`config.mk`:
```
export PLATFORM = sky130hd
export DESIGN_NAME = acol_back
export DESIGN_NICKNAME = d
export VERILOG_FILES = /design/src/hw/rtl/acol_pkg.sv /design/src/hw/rtl/acol_back.sv
export SDC_FILE = /design/constraint.sdc
export NUM_CORES = 1
export LEC_CHECK = 0
export BUFFER_PORTS_ARGS = -buffer_cell sky130_fd_sc_hd__buf_2
export CAP_MARGIN = 40
export CELL_PAD_IN_SITES_DETAIL_PLACEMENT = 0
export CELL_PAD_IN_SITES_GLOBAL_PLACEMENT = 1
export CORE_MARGIN = 5
export CORE_UTILIZATION = 31
export DETAILED_ROUTE_END_ITERATION = 16
export PLACE_DENSITY_LB_ADDON = 0.08
export SKIP_LAST_GASP = 1
export SLEW_MARGIN = 40
export SYNTH_ARGS = -nofsm -noshare
export SYNTH_HDL_FRONTEND = slang
export SYNTH_SLANG_ARGS = --single-unit
```
`constraint.sdc`:
```
create_clock -name clk -period 10.95 [get_ports clk]
set_clock_uncertainty 0.15 [all_clocks]
set_input_delay 1.6425 -clock clk [delete_from_list [all_inputs] [get_ports clk]]
set_output_delay 1.6425 -clock clk [all_outputs]
set_load 0.01 [all_outputs]
```
`src/hw/rtl/acol_pkg.sv`:
```
// Shared types, constants and saturation helper for the box push-out block.
`default_nettype none

package acol_pkg;

  // Width of the exact intermediate results (a 32 x 17 signed product).
  localparam int WIDE_W = 49;

  localparam logic signed [WIDE_W-1:0] SAT_MAX = 49'sh0_0000_7FFF_FFFF;
  localparam logic signed [WIDE_W-1:0] SAT_MIN = -49'sh0_0000_8000_0000;

  // Push-out margin: 0.01 rounded to Q.8.
  localparam logic signed [WIDE_W-1:0] PUSH_EPS = 49'sd3;

  // Register indexes on the configuration port.
  localparam logic REG_PLAYER_RADIUS = 1'b0;

  typedef enum logic {
    KIND_START  = 1'b0,
    KIND_OBJECT = 1'b1
  } kind_t;

  // Classified item handed from the front to the back.
  // For a start item lo_x/lo_y/lo_z carry the target point.
  typedef struct packed {
    kind_t              kind;
    logic               last;
    logic signed [31:0] lo_x;
    logic signed [31:0] hi_x;
    logic signed [31:0] lo_y;
    logic signed [31:0] hi_y;
    logic signed [31:0] lo_z;
    logic signed [31:0] hi_z;
  } cmd_t;

  typedef struct packed {
    logic signed [31:0] adj_x;
    logic signed [31:0] adj_y;
    logic signed [31:0] adj_z;
    logic               collided;
  } res_t;

  function automatic logic signed [31:0] sat32(input logic signed [WIDE_W-1:0] v);
    logic signed [31:0] r;
    if (v > SAT_MAX) begin
      r = 32'sh7FFF_FFFF;
    end else if (v < SAT_MIN) begin
      r = 32'sh8000_0000;
    end else begin
      r = v[31:0];
    end
    return r;
  endfunction

endpackage

`default_nettype wire

```
`src/hw/rtl/acol_back.sv`:
```
// Back end: tests the running point against each box and pushes it out.
`default_nettype none

module acol_back (
  input  wire logic       clk,
  input  wire logic       rst,
  input  wire logic       cmd_empty,
  input  acol_pkg::cmd_t  cmd_data,
  output logic            cmd_pop,
  input  wire logic       res_full,
  output logic            res_push,
  output acol_pkg::res_t  res_data
);

  localparam int W = acol_pkg::WIDE_W;

  typedef enum logic {
    B_IDLE,
    B_EVAL
  } state_t;

  typedef enum logic [1:0] {
    SIDE_LEFT,
    SIDE_RIGHT,
    SIDE_BACK,
    SIDE_FRONT
  } side_t;

  state_t             state;
  state_t             state_next;

  logic signed [31:0] run_x;
  logic signed [31:0] run_y;
  logic signed [31:0] run_z;
  logic               hit_flag;
  logic signed [31:0] run_x_next;
  logic signed [31:0] run_y_next;
  logic signed [31:0] run_z_next;
  logic               hit_flag_next;

  // Registered first half of an object evaluation.
  logic               ev_inside;
  logic               ev_last;
  logic signed [32:0] ev_dl;
  logic signed [32:0] ev_dr;
  logic signed [32:0] ev_db;
  logic signed [32:0] ev_df;
  logic signed [31:0] ev_cl;
  logic signed [31:0] ev_cr;
  logic signed [31:0] ev_cb;
  logic signed [31:0] ev_cf;

  logic               load_eval;
  logic               in_box;
  logic signed [32:0] m_val;
  side_t              side;

  assign in_box = (run_x >= cmd_data.lo_x) && (run_x <= cmd_data.hi_x)
               && (run_y >= cmd_data.lo_y) && (run_y <= cmd_data.hi_y)
               && (run_z >= cmd_data.lo_z) && (run_z <= cmd_data.hi_z);

  // Nearest face, earlier side wins on a tie.
  always_comb begin
    m_val = ev_dl;
    side  = SIDE_LEFT;
    if (ev_dr < m_val) begin
      m_val = ev_dr;
      side  = SIDE_RIGHT;
    end
    if (ev_db < m_val) begin
      m_val = ev_db;
      side  = SIDE_BACK;
    end
    if (ev_df < m_val) begin
      side  = SIDE_FRONT;
    end
  end

  always_comb begin
    state_next    = state;
    run_x_next    = run_x;
    run_y_next    = run_y;
    run_z_next    = run_z;
    hit_flag_next = hit_flag;
    cmd_pop       = 1'b0;
    res_push      = 1'b0;
    load_eval     = 1'b0;
    case (state)
      B_IDLE: begin
        if (!cmd_empty) begin
          if (cmd_data.kind == acol_pkg::KIND_START) begin
            if (!(cmd_data.last && res_full)) begin
              cmd_pop       = 1'b1;
              run_x_next    = cmd_data.lo_x;
              run_y_next    = cmd_data.lo_y;
              run_z_next    = cmd_data.lo_z;
              hit_flag_next = 1'b0;
              res_push      = cmd_data.last;
            end
          end else begin
            cmd_pop    = 1'b1;
            load_eval  = 1'b1;
            state_next = B_EVAL;
          end
        end
      end
      B_EVAL: begin
        if (!(ev_last && res_full)) begin
          if (ev_inside) begin
            hit_flag_next = 1'b1;
            case (side)
              SIDE_LEFT:  run_x_next = ev_cl;
              SIDE_RIGHT: run_x_next = ev_cr;
              SIDE_BACK:  run_y_next = ev_cb;
              SIDE_FRONT: run_y_next = ev_cf;
              default:    run_x_next = run_x;
            endcase
          end
          res_push   = ev_last;
          state_next = B_IDLE;
        end
      end
      default: state_next = B_IDLE;
    endcase
  end

  assign res_data.adj_x    = run_x_next;
  assign res_data.adj_y    = run_y_next;
  assign res_data.adj_z    = run_z_next;
  assign res_data.collided = hit_flag_next;

  always_ff @(posedge clk) begin
    if (rst) begin
      state    <= B_IDLE;
      run_x    <= '0;
      run_y    <= '0;
      run_z    <= '0;
      hit_flag <= 1'b0;
    end else begin
      state    <= state_next;
      run_x    <= run_x_next;
      run_y    <= run_y_next;
      run_z    <= run_z_next;
      hit_flag <= hit_flag_next;
    end
  end

  always_ff @(posedge clk) begin
    if (load_eval) begin
      ev_inside <= in_box;
      ev_last   <= cmd_data.last;
      ev_dl     <= 33'(run_x) - 33'(cmd_data.lo_x);
      ev_dr     <= 33'(cmd_data.hi_x) - 33'(run_x);
      ev_db     <= 33'(run_y) - 33'(cmd_data.lo_y);
      ev_df     <= 33'(cmd_data.hi_y) - 33'(run_y);
      ev_cl     <= acol_pkg::sat32(W'(cmd_data.lo_x) - acol_pkg::PUSH_EPS);
      ev_cr     <= acol_pkg::sat32(W'(cmd_data.hi_x) + acol_pkg::PUSH_EPS);
      ev_cb     <= acol_pkg::sat32(W'(cmd_data.lo_y) - acol_pkg::PUSH_EPS);
      ev_cf     <= acol_pkg::sat32(W'(cmd_data.hi_y) + acol_pkg::PUSH_EPS);
    end
  end

endmodule

`default_nettype wire

```
==> impl_metrics.tcl <==
set metrics [dict create \
    ctsHoldBuffers 0 \
    synthArstFlopShare_pct 0 \
    final.setup.tns_ns 0 \
    grt_pass1_vias 25100 \
    via_per_inst 5.37 \
    io_buffer_count 296 \
    first_pass_iters 5 \
    setup_ws_ns 0.645 \
    place_ws_ns 0.616 \
    clk_path_buf_depth 3 \
    grt_start_max_net_pins 73 \
    peakVddDrop_uv 95.1 \
    p_sw_share_pct 36.2 \
    cp.arrival_ns 8.51 \
    setup_viol 0 \
    layout-drive-gt1-share_pct 13.4 \
    comb_power_share_pct 34.6 \
    clock_sinks 360 \
    syn_nets 3726 \
    cts-htree-levels 2 \
    ys_types 84 \
    synth_ff_type "edfxtp_1" \
    crit_path_start_kind "register" \
    antenna_left 0 \
    pwr_density_cell_nw_per_um2 152 \
    nets 3980 \
    grt_antenna_before_repair 3 \
    dpl.hpwl_mm 79.1 \
    via_count 25200 \
    routed_wl_mm 101 \
    relSlewSlack_pct 44.9 \
    area_delta_synth_final_pct 15.6 \
    seq_power_share_pct 33.5 \
    ys_seq_area_share_pct 34.8 \
    hold_class "register to register" \
    p_leak_nw 13.7 \
    critical_path_class "register to output port" \
    synth_edf_count 262 \
    numCtsBuffers 48 \
    drv_slew 0 \
    wl_per_cell_um 21.4 \
    core_sq_um 90100 \
    endpoint_kind "output port" \
    synth.avg_cell_area_sq_um 8.76 \
    synth_warnings 0 \
    worstSkewPairLatency_ns 0.60 \
    cp_top_family "compound AO/OA/AOI/OAI gates" \
    fp.dieW_um 312 \
    ios 297 \
    cp_max_fo 49 \
    slowest_delay_ns 0.48 \
    grt.overflow.total 0 \
    fp.dieH_um 312 \
    ys_ff_latch 360 \
    max_freq_mhz 97.0 \
    synth_cells 3224 \
    worstPathRequired_ns 9.16 \
    grt_pass1_wl_mm 151 \
    cp_slowest_cell "o31a_4" \
    status "finished clean" \
    cp_num_buf_inv 5 \
    rsz0062_at_grt "true" \
    cts_tree "yes" \
    start_util_pct 31.3 \
    p_switching_mw 1.79 \
    fin_crit_sh_pct 94.1 \
    timing.final.crit_period_ns 10.30 \
    clk_pin_slew_ns 0.06 \
    drt_iter0_drc 1702 \
    total_power_mw 4.95 \
    drc_errors 0 \
    syn_area_sq_um 28200 \
    hold_viol 0 \
    place_congestion 0.889 \
    drv_cap 0 \
    root_buffer "clkbuf_16" \
    worst_slew_pin_slew_ns 0.820 \
    placementRows 110 \
    intPower_mw 3.16 \
    die_area_sq_um 97200 \
    clockPowerShare_pct 31.9 \
    grt_usage_pct 19.8 \
]
## final cells by class
cell class              instances  area [sq um]
diodes                          1          2.50
clock buffers                  72          1400
clock inverters                18           154
fillers                      9323         57500
inverters                     277          1040
multi-input cells            2466         17000
flip-flops and latches        360          9830
well taps                    1176          1470
repair buffers                325          1780
## logic make-up after synthesis
kind of cell / share of synthesized area, %
AO/OA/AOI/OAI: 20.2
XOR/XNOR: 6.79
adder cells (fa/ha/maj): 13.6
buffers and inverters: 5.49
flip-flops: 34.8
multiplexers: 1.32
AND/OR/NAND/NOR: 17.8
## cells in the mapped netlist (12+ instances only)
cell type / number / share of area [%]
a21o_1: 78 / 2.1
o211ai_1: 45 / 1.2
nand2b_1: 23 / 0.51
nand4_1: 75 / 1.7
clkbuf_1: 93 / 1.2
ha_1: 300 / 13
a21oi_1: 214 / 3.8
nand3_1: 111 / 2.0
xnor2_1: 154 / 4.8
nand2_1: 292 / 3.9
buf_2: 16 / 0.28
o21a_1: 26 / 0.69
or3_1: 55 / 1.2
and3_1: 27 / 0.60
xor2_1: 65 / 2.0
a22oi_1: 37 / 0.98
o31a_1: 12 / 0.37
nor2_1: 192 / 2.6
mux2i_1: 35 / 1.2
a211oi_1: 21 / 0.56
edfxtp_1: 262 / 28
a221oi_1: 34 / 1.1
and2_1: 15 / 0.33
o21bai_1: 16 / 0.43
or2_2: 14 / 0.31
nor3_1: 61 / 1.1
a31oi_1: 56 / 1.2
dfxtp_1: 98 / 6.9
o22ai_1: 37 / 0.82
o21ai_0: 237 / 4.2
inv_1: 276 / 3.7
nor2b_1: 58 / 1.3
nor4_1: 24 / 0.53
## flip-flops by register name (all words and copies together) (netlist names), 33 cells and up
signal	flops
ev_dr	33
ev_db	33
ev_dl	33
ev_df	33
## final timing paths
check	from	end	slack, ns	cells after the start
worst min-delay path	hit_flag$_SDFF_PP0_	hit_flag$_SDFF_PP0_	0.32	2
worst max-delay path	ev_dr[8]$_DFFE_PP_	res_data[96]	0.65	34
worst min register to register	hit_flag$_SDFF_PP0_	hit_flag$_SDFF_PP0_	0.32	2
worst max register to register	ev_dr[8]$_DFFE_PP_	run_x[31]$_SDFF_PP0_	3.02	32
## power groups by stage
stage                     logic [mW]  registers, mW  clock network, mW
after global routing            1.90           1.67               1.68
after global placement          1.68           1.69                  0
final                           1.71           1.66               1.58
after floorplan                 1.12           1.67                  0
after detailed placement        1.70           1.69                  0
after CTS                       1.71           1.66               1.63
## routing by layer
| metal | vias up | global-route usage (%) | routed length [um] |
|---|---|---|---|
| li1 | 12400 | - | - |
| met3 | 110 | 3.76 | 6220 |
| met4 | 0 | 4.45 | 2040 |
| met5 | - | 0 | 0 |
| met2 | 696 | 33.8 | 47800 |
| met1 | 12100 | 26.1 | 44500 |
## repair_timing
action	in CTS	in global routing
setup buffers	0	1
cloned	0	1
endpoints found under the setup margin	2	64
gates resized for setup	1	4
pin swaps	0	0
## worst min-delay path: stages, from the launching register on
cell and delay [ns]:
dfxtp_1 0.29, nand2_1 0.07, a21oi_1 0.06
## layout by cell type (no fill, tap or decap), types with 11 or more instances in the layout
cell	instances
a211oi_1	21
a21o_1	77
a21oi_1	213
a221oi_1	34
a22oi_1	37
a31oi_1	55
and2_1	14
and3_1	26
buf_2	295
buf_4	21
clkbuf_1	15
clkbuf_16	50
dfxtp_1	98
edfxtp_1	262
ha_1	300
inv_1	276
mux2i_1	35
nand2_1	292
nand2b_1	23
nand3_1	109
nand4_1	75
nor2_1	191
nor2b_1	56
nor3_1	60
nor4_1	21
o211ai_1	45
o21a_1	26
o21ai_0	235
o21ai_2	12
o21bai_1	16
o22ai_1	37
o31a_1	11
o31ai_1	11
or2_2	13
or3_1	55
xnor2_1	154
xor2_1	65
## per-stage QoR
stage	hold WS (ns)	utilization, %	cell area (sq um)	std cells
2_1_floorplan	0.294	-	28200	3224
3_3_place_gp	0.301	34.4	31000	4602
3_5_place_dp	0.315	34.4	31000	4602
4_1_cts	0.324	36.1	32600	4692
5_1_grt	0.360	36.2	32600	4694
6_report	0.318	36.2	32600	4695
Power figures use the tool's default switching activity.
