===== src/hw/rtl/acol_fifo.sv =====
// Small register-based first-in first-out queue.
`default_nettype none

module acol_fifo #(
  parameter int WIDTH = 8,
  parameter int DEPTH = 4
) (
  input  wire logic             clk,
  input  wire logic             rst,
  input  wire logic             wr_en,
  input  wire logic [WIDTH-1:0] wr_data,
  output logic                  full,
  input  wire logic             rd_en,
  output logic      [WIDTH-1:0] rd_data,
  output logic                  empty
);

  localparam int AW = (DEPTH > 1) ? $clog2(DEPTH) : 1;
  localparam int CW = $clog2(DEPTH + 1);

  logic [WIDTH-1:0] mem [DEPTH];
  logic [AW-1:0]    wr_ptr;
  logic [AW-1:0]    rd_ptr;
  logic [CW-1:0]    count;
  logic             do_wr;
  logic             do_rd;

  assign full    = (count == CW'(DEPTH));
  assign empty   = (count == '0);
  assign do_wr   = wr_en && !full;
  assign do_rd   = rd_en && !empty;
  assign rd_data = mem[rd_ptr];

  always_ff @(posedge clk) begin
    if (do_wr) begin
      mem[wr_ptr] <= wr_data;
    end
  end

  always_ff @(posedge clk) begin
    if (rst) begin
      wr_ptr <= '0;
      rd_ptr <= '0;
      count  <= '0;
    end else begin
      if (do_wr) begin
        wr_ptr <= (wr_ptr == AW'(DEPTH - 1)) ? '0 : wr_ptr + 1'b1;
      end
      if (do_rd) begin
        rd_ptr <= (rd_ptr == AW'(DEPTH - 1)) ? '0 : rd_ptr + 1'b1;
      end
      if (do_wr && !do_rd) begin
        count <= count + 1'b1;
      end else if (do_rd && !do_wr) begin
        count <= count - 1'b1;
      end
    end
  end

endmodule

`default_nettype wire


===== config.mk =====
export PLATFORM = sky130hd
export DESIGN_NAME = acol_fifo
export DESIGN_NICKNAME = d
export VERILOG_FILES = /design/src/hw/rtl/acol_fifo.sv
export SDC_FILE = /design/constraint.sdc
export NUM_CORES = 1
export LEC_CHECK = 0
export ABC_AREA = 0
export BUFFER_PORTS_ARGS = -buffer_cell sky130_fd_sc_hd__buf_2
export CAP_MARGIN = 20
export CORE_MARGIN = 3
export CORE_UTILIZATION = 55
export CTS_CLUSTER_DIAMETER = 200
export DETAILED_ROUTE_END_ITERATION = 8
export PLACE_DENSITY = 0.77
export SYNTH_ARGS = -nofsm -noshare
export SYNTH_HDL_FRONTEND = slang
export SYNTH_SLANG_ARGS = --single-unit

===== constraint.sdc =====
create_clock -name clk -period 2.5 [get_ports clk]
set_clock_uncertainty 0.15 [all_clocks]
set_input_delay 0.375 -clock clk [delete_from_list [all_inputs] [get_ports clk]]
set_output_delay 0.375 -clock clk [all_outputs]
set_load 0.05 [all_outputs]

==> results.py, run 1 <==
metrics = {
    "run_status": {
        "run_status": "finished, final reports clean",
    },
    "pwr": {
        "power.static_leakage_nw": 0.696,
        "power_density_mw_per_mm2": 1020,
        "power.ir.vdd_worst_v": 0.000710,
    },
    "cells_and_area": {
        "drive_above_1_share_pct": 45.8,
        "antenna-diode-count": 0,
        "multi_input_comb_area_um2": 479,
        "final_nets": 138,
        "syn2layout_area_growth_pct": 13.6,
        "fillerInstances": 217,
        "layout.cells.non_filler": 151,
        "area.sequential_mm2": 0.00114,
        "mostFrequentLayoutCell": "sky130_fd_sc_hd__edfxtp_1",
        "final_cell_mix": "32 x sky130_fd_sc_hd__edfxtp_1, 21 x sky130_fd_sc_hd__buf_2, 8 x sky130_fd_sc_hd__mux4_2",
        "postLayoutCoreUtil_pct": 66.6,
    },
    "setup_path": {
        "crit-reg2reg-launch": "count[2]",
        "slowest_delay_ns": 0.44,
        "critical_path.slowest_cell": "sky130_fd_sc_hd__or3_2",
        "path_cells": "or3b_4 > clkinv_4 > nor2_4 > ha_2 > inv_1 > fa_1 > xor2_1 > or3_2 > a21oi_2",
        "critical_path.endpoint_type": "flop",
        "ff_to_ff_end": "count[2]",
        "path_class": "reg2reg",
        "required_time_of_the_worst_setup_path_ns": 2.61,
        "setup.reg_to_reg.worst_slack_ns": 0.14,
        "path_max_fanout": 5,
        "reg2reg_depth": 9,
        "crit_arrival_ns": 2.47,
        "startpoint_type": "flop",
    },
    "placement": {
        "place_hpwl_um": 1730,
        "place.detailed.instances": 142,
        "gp_congestion": 0.739,
        "place.port_buffers": 21,
    },
    "cts": {
        "cts_root_buf": "sky130_fd_sc_hd__clkbuf_4",
        "clock_tree.htree_level_count": 2,
        "max-clock-path-buffers": 2,
        "worst_skew_pair.late_latency_ns": 0.33,
        "clkSinkCount": 41,
        "cts_tree": "yes",
        "clock_buffers_created_by_tritoncts": 5,
        "cts.reportedPaths.clkPinSlew_ns": 0.11,
        "cts_hold_repair.buffers": 0,
    },
    "sta": {
        "max_freq_mhz": 423,
        "fin_crit_ns": 2.36,
        "rsz0062_at_grt": "false",
        "report.final.slew_viol_count": 0,
        "hold_violations": 0,
        "worst_hold_slack_ns": 0.109,
        "final_min_period_over_clock_period_pct": 94.5,
        "final-setup-viol-count": 0,
        "fin_tns_setup_ns": 0,
        "timing_worst_slew_pin_value_ns": 0.389,
        "worst_max_slew_margin_expressed_relative_to_the_limit_pct": 74.1,
    },
    "floorplanning": {
        "floorplan.io_pins": 22,
        "die_height_um": 60.7,
        "initial_standard_cell_utilization_of_the_core_pct": 58.7,
        "chipWidth_um": 60.7,
        "die_area_mm2": 0.00368,
        "fp-row-count": 19,
        "core_area_mm2": 0.00281,
    },
    "synthesis": {
        "syn-mean-instance-area_um2": 17.9,
        "syn_inst": 92,
        "synthTopCellsByArea": "sky130_fd_sc_hd__edfxtp_1 58%, sky130_fd_sc_hd__dfxtp_1 11%, sky130_fd_sc_hd__mux4_2 11%",
        "post-synth-top-area-fraction_pct": 58.4,
        "ys_types": 26,
        "post_synth_instance_area_mm2": 0.00165,
        "synth_sequential_area_ratio_pct": 69.4,
        "synth-seq-cells": 41,
        "synthDominantAreaCellType": "sky130_fd_sc_hd__edfxtp_1",
        "yosys_warnings": 0,
        "synth.net_count": 111,
    },
    "detailed_routing": {
        "drcViolationCount": 0,
        "avgViaCountPerCell": 5.44,
        "average_detailed_routed_wire_length_per_instance_um": 16.5,
        "drt.antenna.violating_nets": 0,
        "detailedRoute.firstIterationViolations": 58,
        "route.vias.total": 821,
        "drt-pass1-iter-count": 4,
        "postRouteWirelength_um": 2490,
    },
    "min_path": {
        "timing.hold.worst_path_depth": 1,
        "worst_hold_startpoint": "wr_data[7]",
        "hold_end": "mem[3][7]",
        "hold_path_class": "in2reg",
    },
    "grt": {
        "global_route_wire_length_before_repair_um": 4000,
        "global_route.usage.total_pct": 15.8,
        "grt_start_max_net_pins": 14,
        "antenna_found_initial": 0,
        "first_global_vias": 832,
        "grt-ovfl-total": 0,
    },
    "run": {
        "max-cap-violations": 0,
    },
}
[Yosys cell counts]
master and n:
sky130_fd_sc_hd__o21ai_0 1, sky130_fd_sc_hd__nor3_1 2, sky130_fd_sc_hd__buf_6 1, sky130_fd_sc_hd__clkinv_4 1, sky130_fd_sc_hd__buf_2 1, sky130_fd_sc_hd__dfxtp_1 9, sky130_fd_sc_hd__a21oi_1 3, sky130_fd_sc_hd__ha_1 6
sky130_fd_sc_hd__or3_2 1, sky130_fd_sc_hd__or3b_1 1, sky130_fd_sc_hd__mux4_2 8, sky130_fd_sc_hd__or3_1 1, sky130_fd_sc_hd__o31ai_2 2, sky130_fd_sc_hd__nand3_1 2, sky130_fd_sc_hd__inv_1 4, sky130_fd_sc_hd__o21ai_1 1
sky130_fd_sc_hd__and3_2 4, sky130_fd_sc_hd__clkbuf_1 1, sky130_fd_sc_hd__fa_1 1, sky130_fd_sc_hd__buf_1 1, sky130_fd_sc_hd__nor2_2 1, sky130_fd_sc_hd__nor2_1 3, sky130_fd_sc_hd__xor2_1 2, sky130_fd_sc_hd__mux2i_1 2
sky130_fd_sc_hd__edfxtp_1 32, sky130_fd_sc_hd__nand2_1 1
[critical path: cells and delay by family (launching register included)]
family / cells / cell delay [ns]
fa+ha+maj: 2 / 0.56
simple gates: 3 / 0.79
compound gates: 1 / 0.16
xor+xnor: 1 / 0.16
buf+inv: 2 / 0.11
flops: 1 / 0.37
[power breakdown]
part	switching (mW)	total [mW]	internal, mW
Clock	0.200	0.307	0.106
Combinational	0.433	0.686	0.253
Sequential	0.0781	0.913	0.834
[registers in the layout, summed over array words and instances (netlist names), named ones only]
name and flops:
mem 32, wr_ptr 2, count 3, rd_ptr 2
[area by class of cell]
type | count | area share (%)
Timing Repair Buffer | 24 | 6.83
Clock buffer | 5 | 2.01
Multi-Input combinational cell | 42 | 25.6
Clock inverter | 3 | 0.937
Inverter | 5 | 1.27
Tap cell | 31 | 2.07
Sequential cell | 41 | 61.2
[stage by stage]
stage	power, mW	instance area [µm²]	worst slack (ns)
4_1_cts	1.89	1840	0.000131
6_report	1.91	1870	0.137
2_1_floorplan	1.44	1650	0.0923
5_1_grt	2.01	1870	0.0108
3_5_place_dp	1.58	1780	0.0374
3_3_place_gp	1.56	1780	0.175
[worst max-delay path by stage]
stage | from | slack, ns | to
global route | count[2] | 0.01 | count[2]
detailed placement | count[0] | 0.04 | count[2]
finish | count[2] | 0.14 | count[2]
CTS | count[0] | 0.0001 | count[2]
floorplan | count[0] | 0.09 | count[2]
global placement | count[0] | 0.18 | count[2]
[cells by family (layout without fill, tap and decap cells)]
group	after synthesis	count (layout)	share of synthesized area, %
flip-flops	41	41	69.4
AND/OR/NAND/NOR	16	16	5.70
multiplexers	10	10	12.2
buffers and inverters	9	37	2.89
adder cells (fa/ha/maj)	7	7	5.78
AO/OA/AOI/OAI	7	7	3.04
XOR/XNOR	2	2	1.06
[repair_timing]
action	in CTS	in global routing
resized for setup	0	8
endpoints found under the setup margin	0	1
setup buffers	0	1
[routing by layer]
| metal | up-vias | wire (µm) | share of wire (%) | global-route usage [%] |
|---|---|---|---|---|
| met2 | 21 | 1300 | 52 | 25.8 |
| met5 | - | 0 | 0 | 0 |
| met4 | 0 | 25 | 1.0 | 7.74 |
| met1 | 392 | 1070 | 43 | 19.5 |
| met3 | 2 | 101 | 4.1 | 4.47 |
| li1 | 406 | - | - | - |
No activity file was read; power rests on OpenSTA's default activity.
==> inputs of run 2 (changes only) <==
Settings changed: CORE_MARGIN 3 to default, RECOVER_POWER from default to 25.
==> run 2 against run 1 <==
Effect of this change:
- the flow now finishes with violations (DRC)
- via count rose by 2.3%
- critical path depth did not move
- first-iteration DRC count fell by 45%
- sequential power barely moved
- non-clock buffer count fell by 1
- combinational power fell by 2%
- hold slack got worse by 0.0021 ns
- clock power fell by 5%
- global-route usage rose by 2.2 points
- sequential share of layout area rose by 1.2 points
- flip-flop and latch count did not move
- maximum frequency fell by 1.1%
- critical path type unchanged
- largest power group unchanged
==> results.py, run 2 (synthesis results as in run 1) <==
metrics = {
    "run_status": {
        "run_status": "complete, but fails checks",
        "violations_in_the_final_reports": "DRC",
    },
    "cells_and_area": {
        "area.sequential_mm2": 0.00114,
        "design_area_mm2": 0.00183,
        "fillerInstances": 204,
        "largest_reg_flops": 32,
        "drive_above_1_share_pct": 36.4,
        "mostFrequentLayoutCell": "sky130_fd_sc_hd__edfxtp_1",
        "antenna-diode-count": 0,
        "multi_input_comb_area_um2": 470,
        "largest_registers": "mem (32), count (3)",
        "largest_register_by_flop_count": "mem",
        "final_cell_mix": "32 x sky130_fd_sc_hd__edfxtp_1, 14 x sky130_fd_sc_hd__buf_2, 8 x sky130_fd_sc_hd__mux4_2, 8 x sky130_fd_sc_hd__clkbuf_1, 6 x sky130_fd_sc_hd__dfxtp_1",
        "final_nets": 137,
        "syn2layout_area_growth_pct": 11.5,
    },
    "setup_path": {
        "crit_arrival_ns": 2.51,
        "path_class": "reg2reg",
        "startpoint_type": "flop",
        "path_cells": "or3b_4 > clkinv_4 > nor2_2 > ha_2 > inv_1 > fa_1 > xor2_1 > or3_2 > a21oi_1",
        "critical_path.slowest_cell": "sky130_fd_sc_hd__or3_2",
        "slowest_delay_ns": 0.42,
        "path_max_fanout": 5,
        "required_time_of_the_worst_setup_path_ns": 2.62,
        "critical_path.endpoint_type": "flop",
    },
    "placement": {
        "place.port_buffers": 21,
        "place_hpwl_um": 1800,
        "gp_congestion": 0.722,
        "dpl_cell_area_mm2": 0.00178,
    },
    "cts": {
        "clkSinkCount": 41,
        "cts_tree": "yes",
        "worst_skew_pair.late_latency_ns": 0.34,
        "cts_root_buf": "sky130_fd_sc_hd__clkbuf_4",
        "cts.reportedPaths.clkPinSlew_ns": 0.11,
        "clock_buffers_created_by_tritoncts": 5,
        "max-clock-path-buffers": 2,
        "clock_tree.htree_level_count": 2,
    },
    "sta": {
        "fin_crit_ns": 2.39,
        "final_min_period_over_clock_period_pct": 95.5,
        "hold_violations": 0,
        "report.final.slew_viol_count": 0,
        "rsz0062_at_grt": "false",
        "fin_tns_setup_ns": 0,
        "final-setup-viol-count": 0,
        "worst_max_slew_margin_expressed_relative_to_the_limit_pct": 74.0,
        "max_freq_mhz": 419,
        "timing_worst_slew_pin_value_ns": 0.389,
    },
    "floorplanning": {
        "floorplan.io_pins": 22,
        "die_area_mm2": 0.00321,
        "initial_standard_cell_utilization_of_the_core_pct": 58.7,
        "fp-row-count": 19,
        "die_height_um": 56.7,
        "chipWidth_um": 56.7,
        "core_area_mm2": 0.00281,
    },
    "grt": {
        "grt_start_max_net_pins": 12,
        "global_route.usage.total_pct": 18.1,
        "global_route_wire_length_before_repair_um": 3930,
        "grt-ovfl-total": 0,
        "antenna_found_initial": 0,
        "first_global_vias": 874,
    },
    "detailed_routing": {
        "postRouteWirelength_um": 2540,
        "drcViolationCount": 4,
        "average_detailed_routed_wire_length_per_instance_um": 17.0,
        "detailedRoute.firstIterationViolations": 32,
        "drt-pass1-iter-count": 6,
        "route.vias.total": 840,
        "drt.antenna.violating_nets": 0,
        "avgViaCountPerCell": 5.64,
    },
    "pwr": {
        "power.ir.vdd_worst_v": 0.000577,
        "power.static_leakage_nw": 0.665,
        "power_density_mw_per_mm2": 1020,
    },
    "run": {
        "max-cap-violations": 0,
    },
    "min_path": {
        "hold_path_class": "in2reg",
    },
}
## run 2: worst max-delay path, delay by kind of cell (launching register included)
family / cells / cell delay, ns
and+or+nand+nor: 3 / 0.79
adders and majority gates: 2 / 0.58
DFF: 1 / 0.36
AOI/OAI and AO/OA: 1 / 0.17
xor gates and xnor gates: 1 / 0.16
buffers and inverters: 2 / 0.10
## run 2: cell type report
type	instances	area share [%]
repair buffers	23	6.07
multi-input cells	42	25.6
clock inverters	1	0.205
well taps	31	2.11
clock buffers	6	2.25
inverters	5	1.30
flip-flops and latches	41	62.4
## run 2: final timing paths
check,startpoint,end,slack (ns),cells after the start
min,wr_data[6],mem[0][6],0.11,1
max,count[2],count[2],0.11,9
max reg2reg,count[2],count[2],0.11,9
min reg2reg,rd_ptr[0],rd_ptr[0],0.36,2
## run 2: report_power, final
group | total, mW | internal, mW | switching, mW
Sequential | 0.913 | 0.835 | 0.0789
Clock | 0.293 | 0.102 | 0.191
Combinational | 0.673 | 0.245 | 0.428
Total | 1.88 | 1.18 | 0.698
## run 2: metrics by stage
stage | std cells | setup WS, ns | util [%] | total power, mW | hold slack, ns
4_1_cts | 149 | 0.0651 | 65.5 | 1.88 | 0.0899
3_5_place_dp | 142 | 0.0149 | 63.5 | 1.59 | 0.344
3_3_place_gp | 142 | 0.175 | 63.5 | 1.56 | 0.327
5_1_grt | 149 | 0.0113 | 65.4 | 1.97 | 0.0991
6_report | 149 | 0.112 | 65.4 | 1.88 | 0.107
2_1_floorplan | 92 | 0.0923 | - | 1.44 | 0.313
## run 2: per-layer routing
| metal | GRT usage [%] | part of all wire, % |
|---|---|---|
| met2 | 31.1 | 53 |
| met4 | 8.57 | 1.7 |
| met5 | 0 | 0 |
| met3 | 7.14 | 4.5 |
| met1 | 19.2 | 40 |
## run 2: repair_timing
item | in CTS | in global routing
hold buffers | 0 | 0
setup buffers | 0 | 0
gates resized for setup | 3 | 3
endpoints found under the hold margin | 0 | 0
setup endpoints to repair | 1 | 1
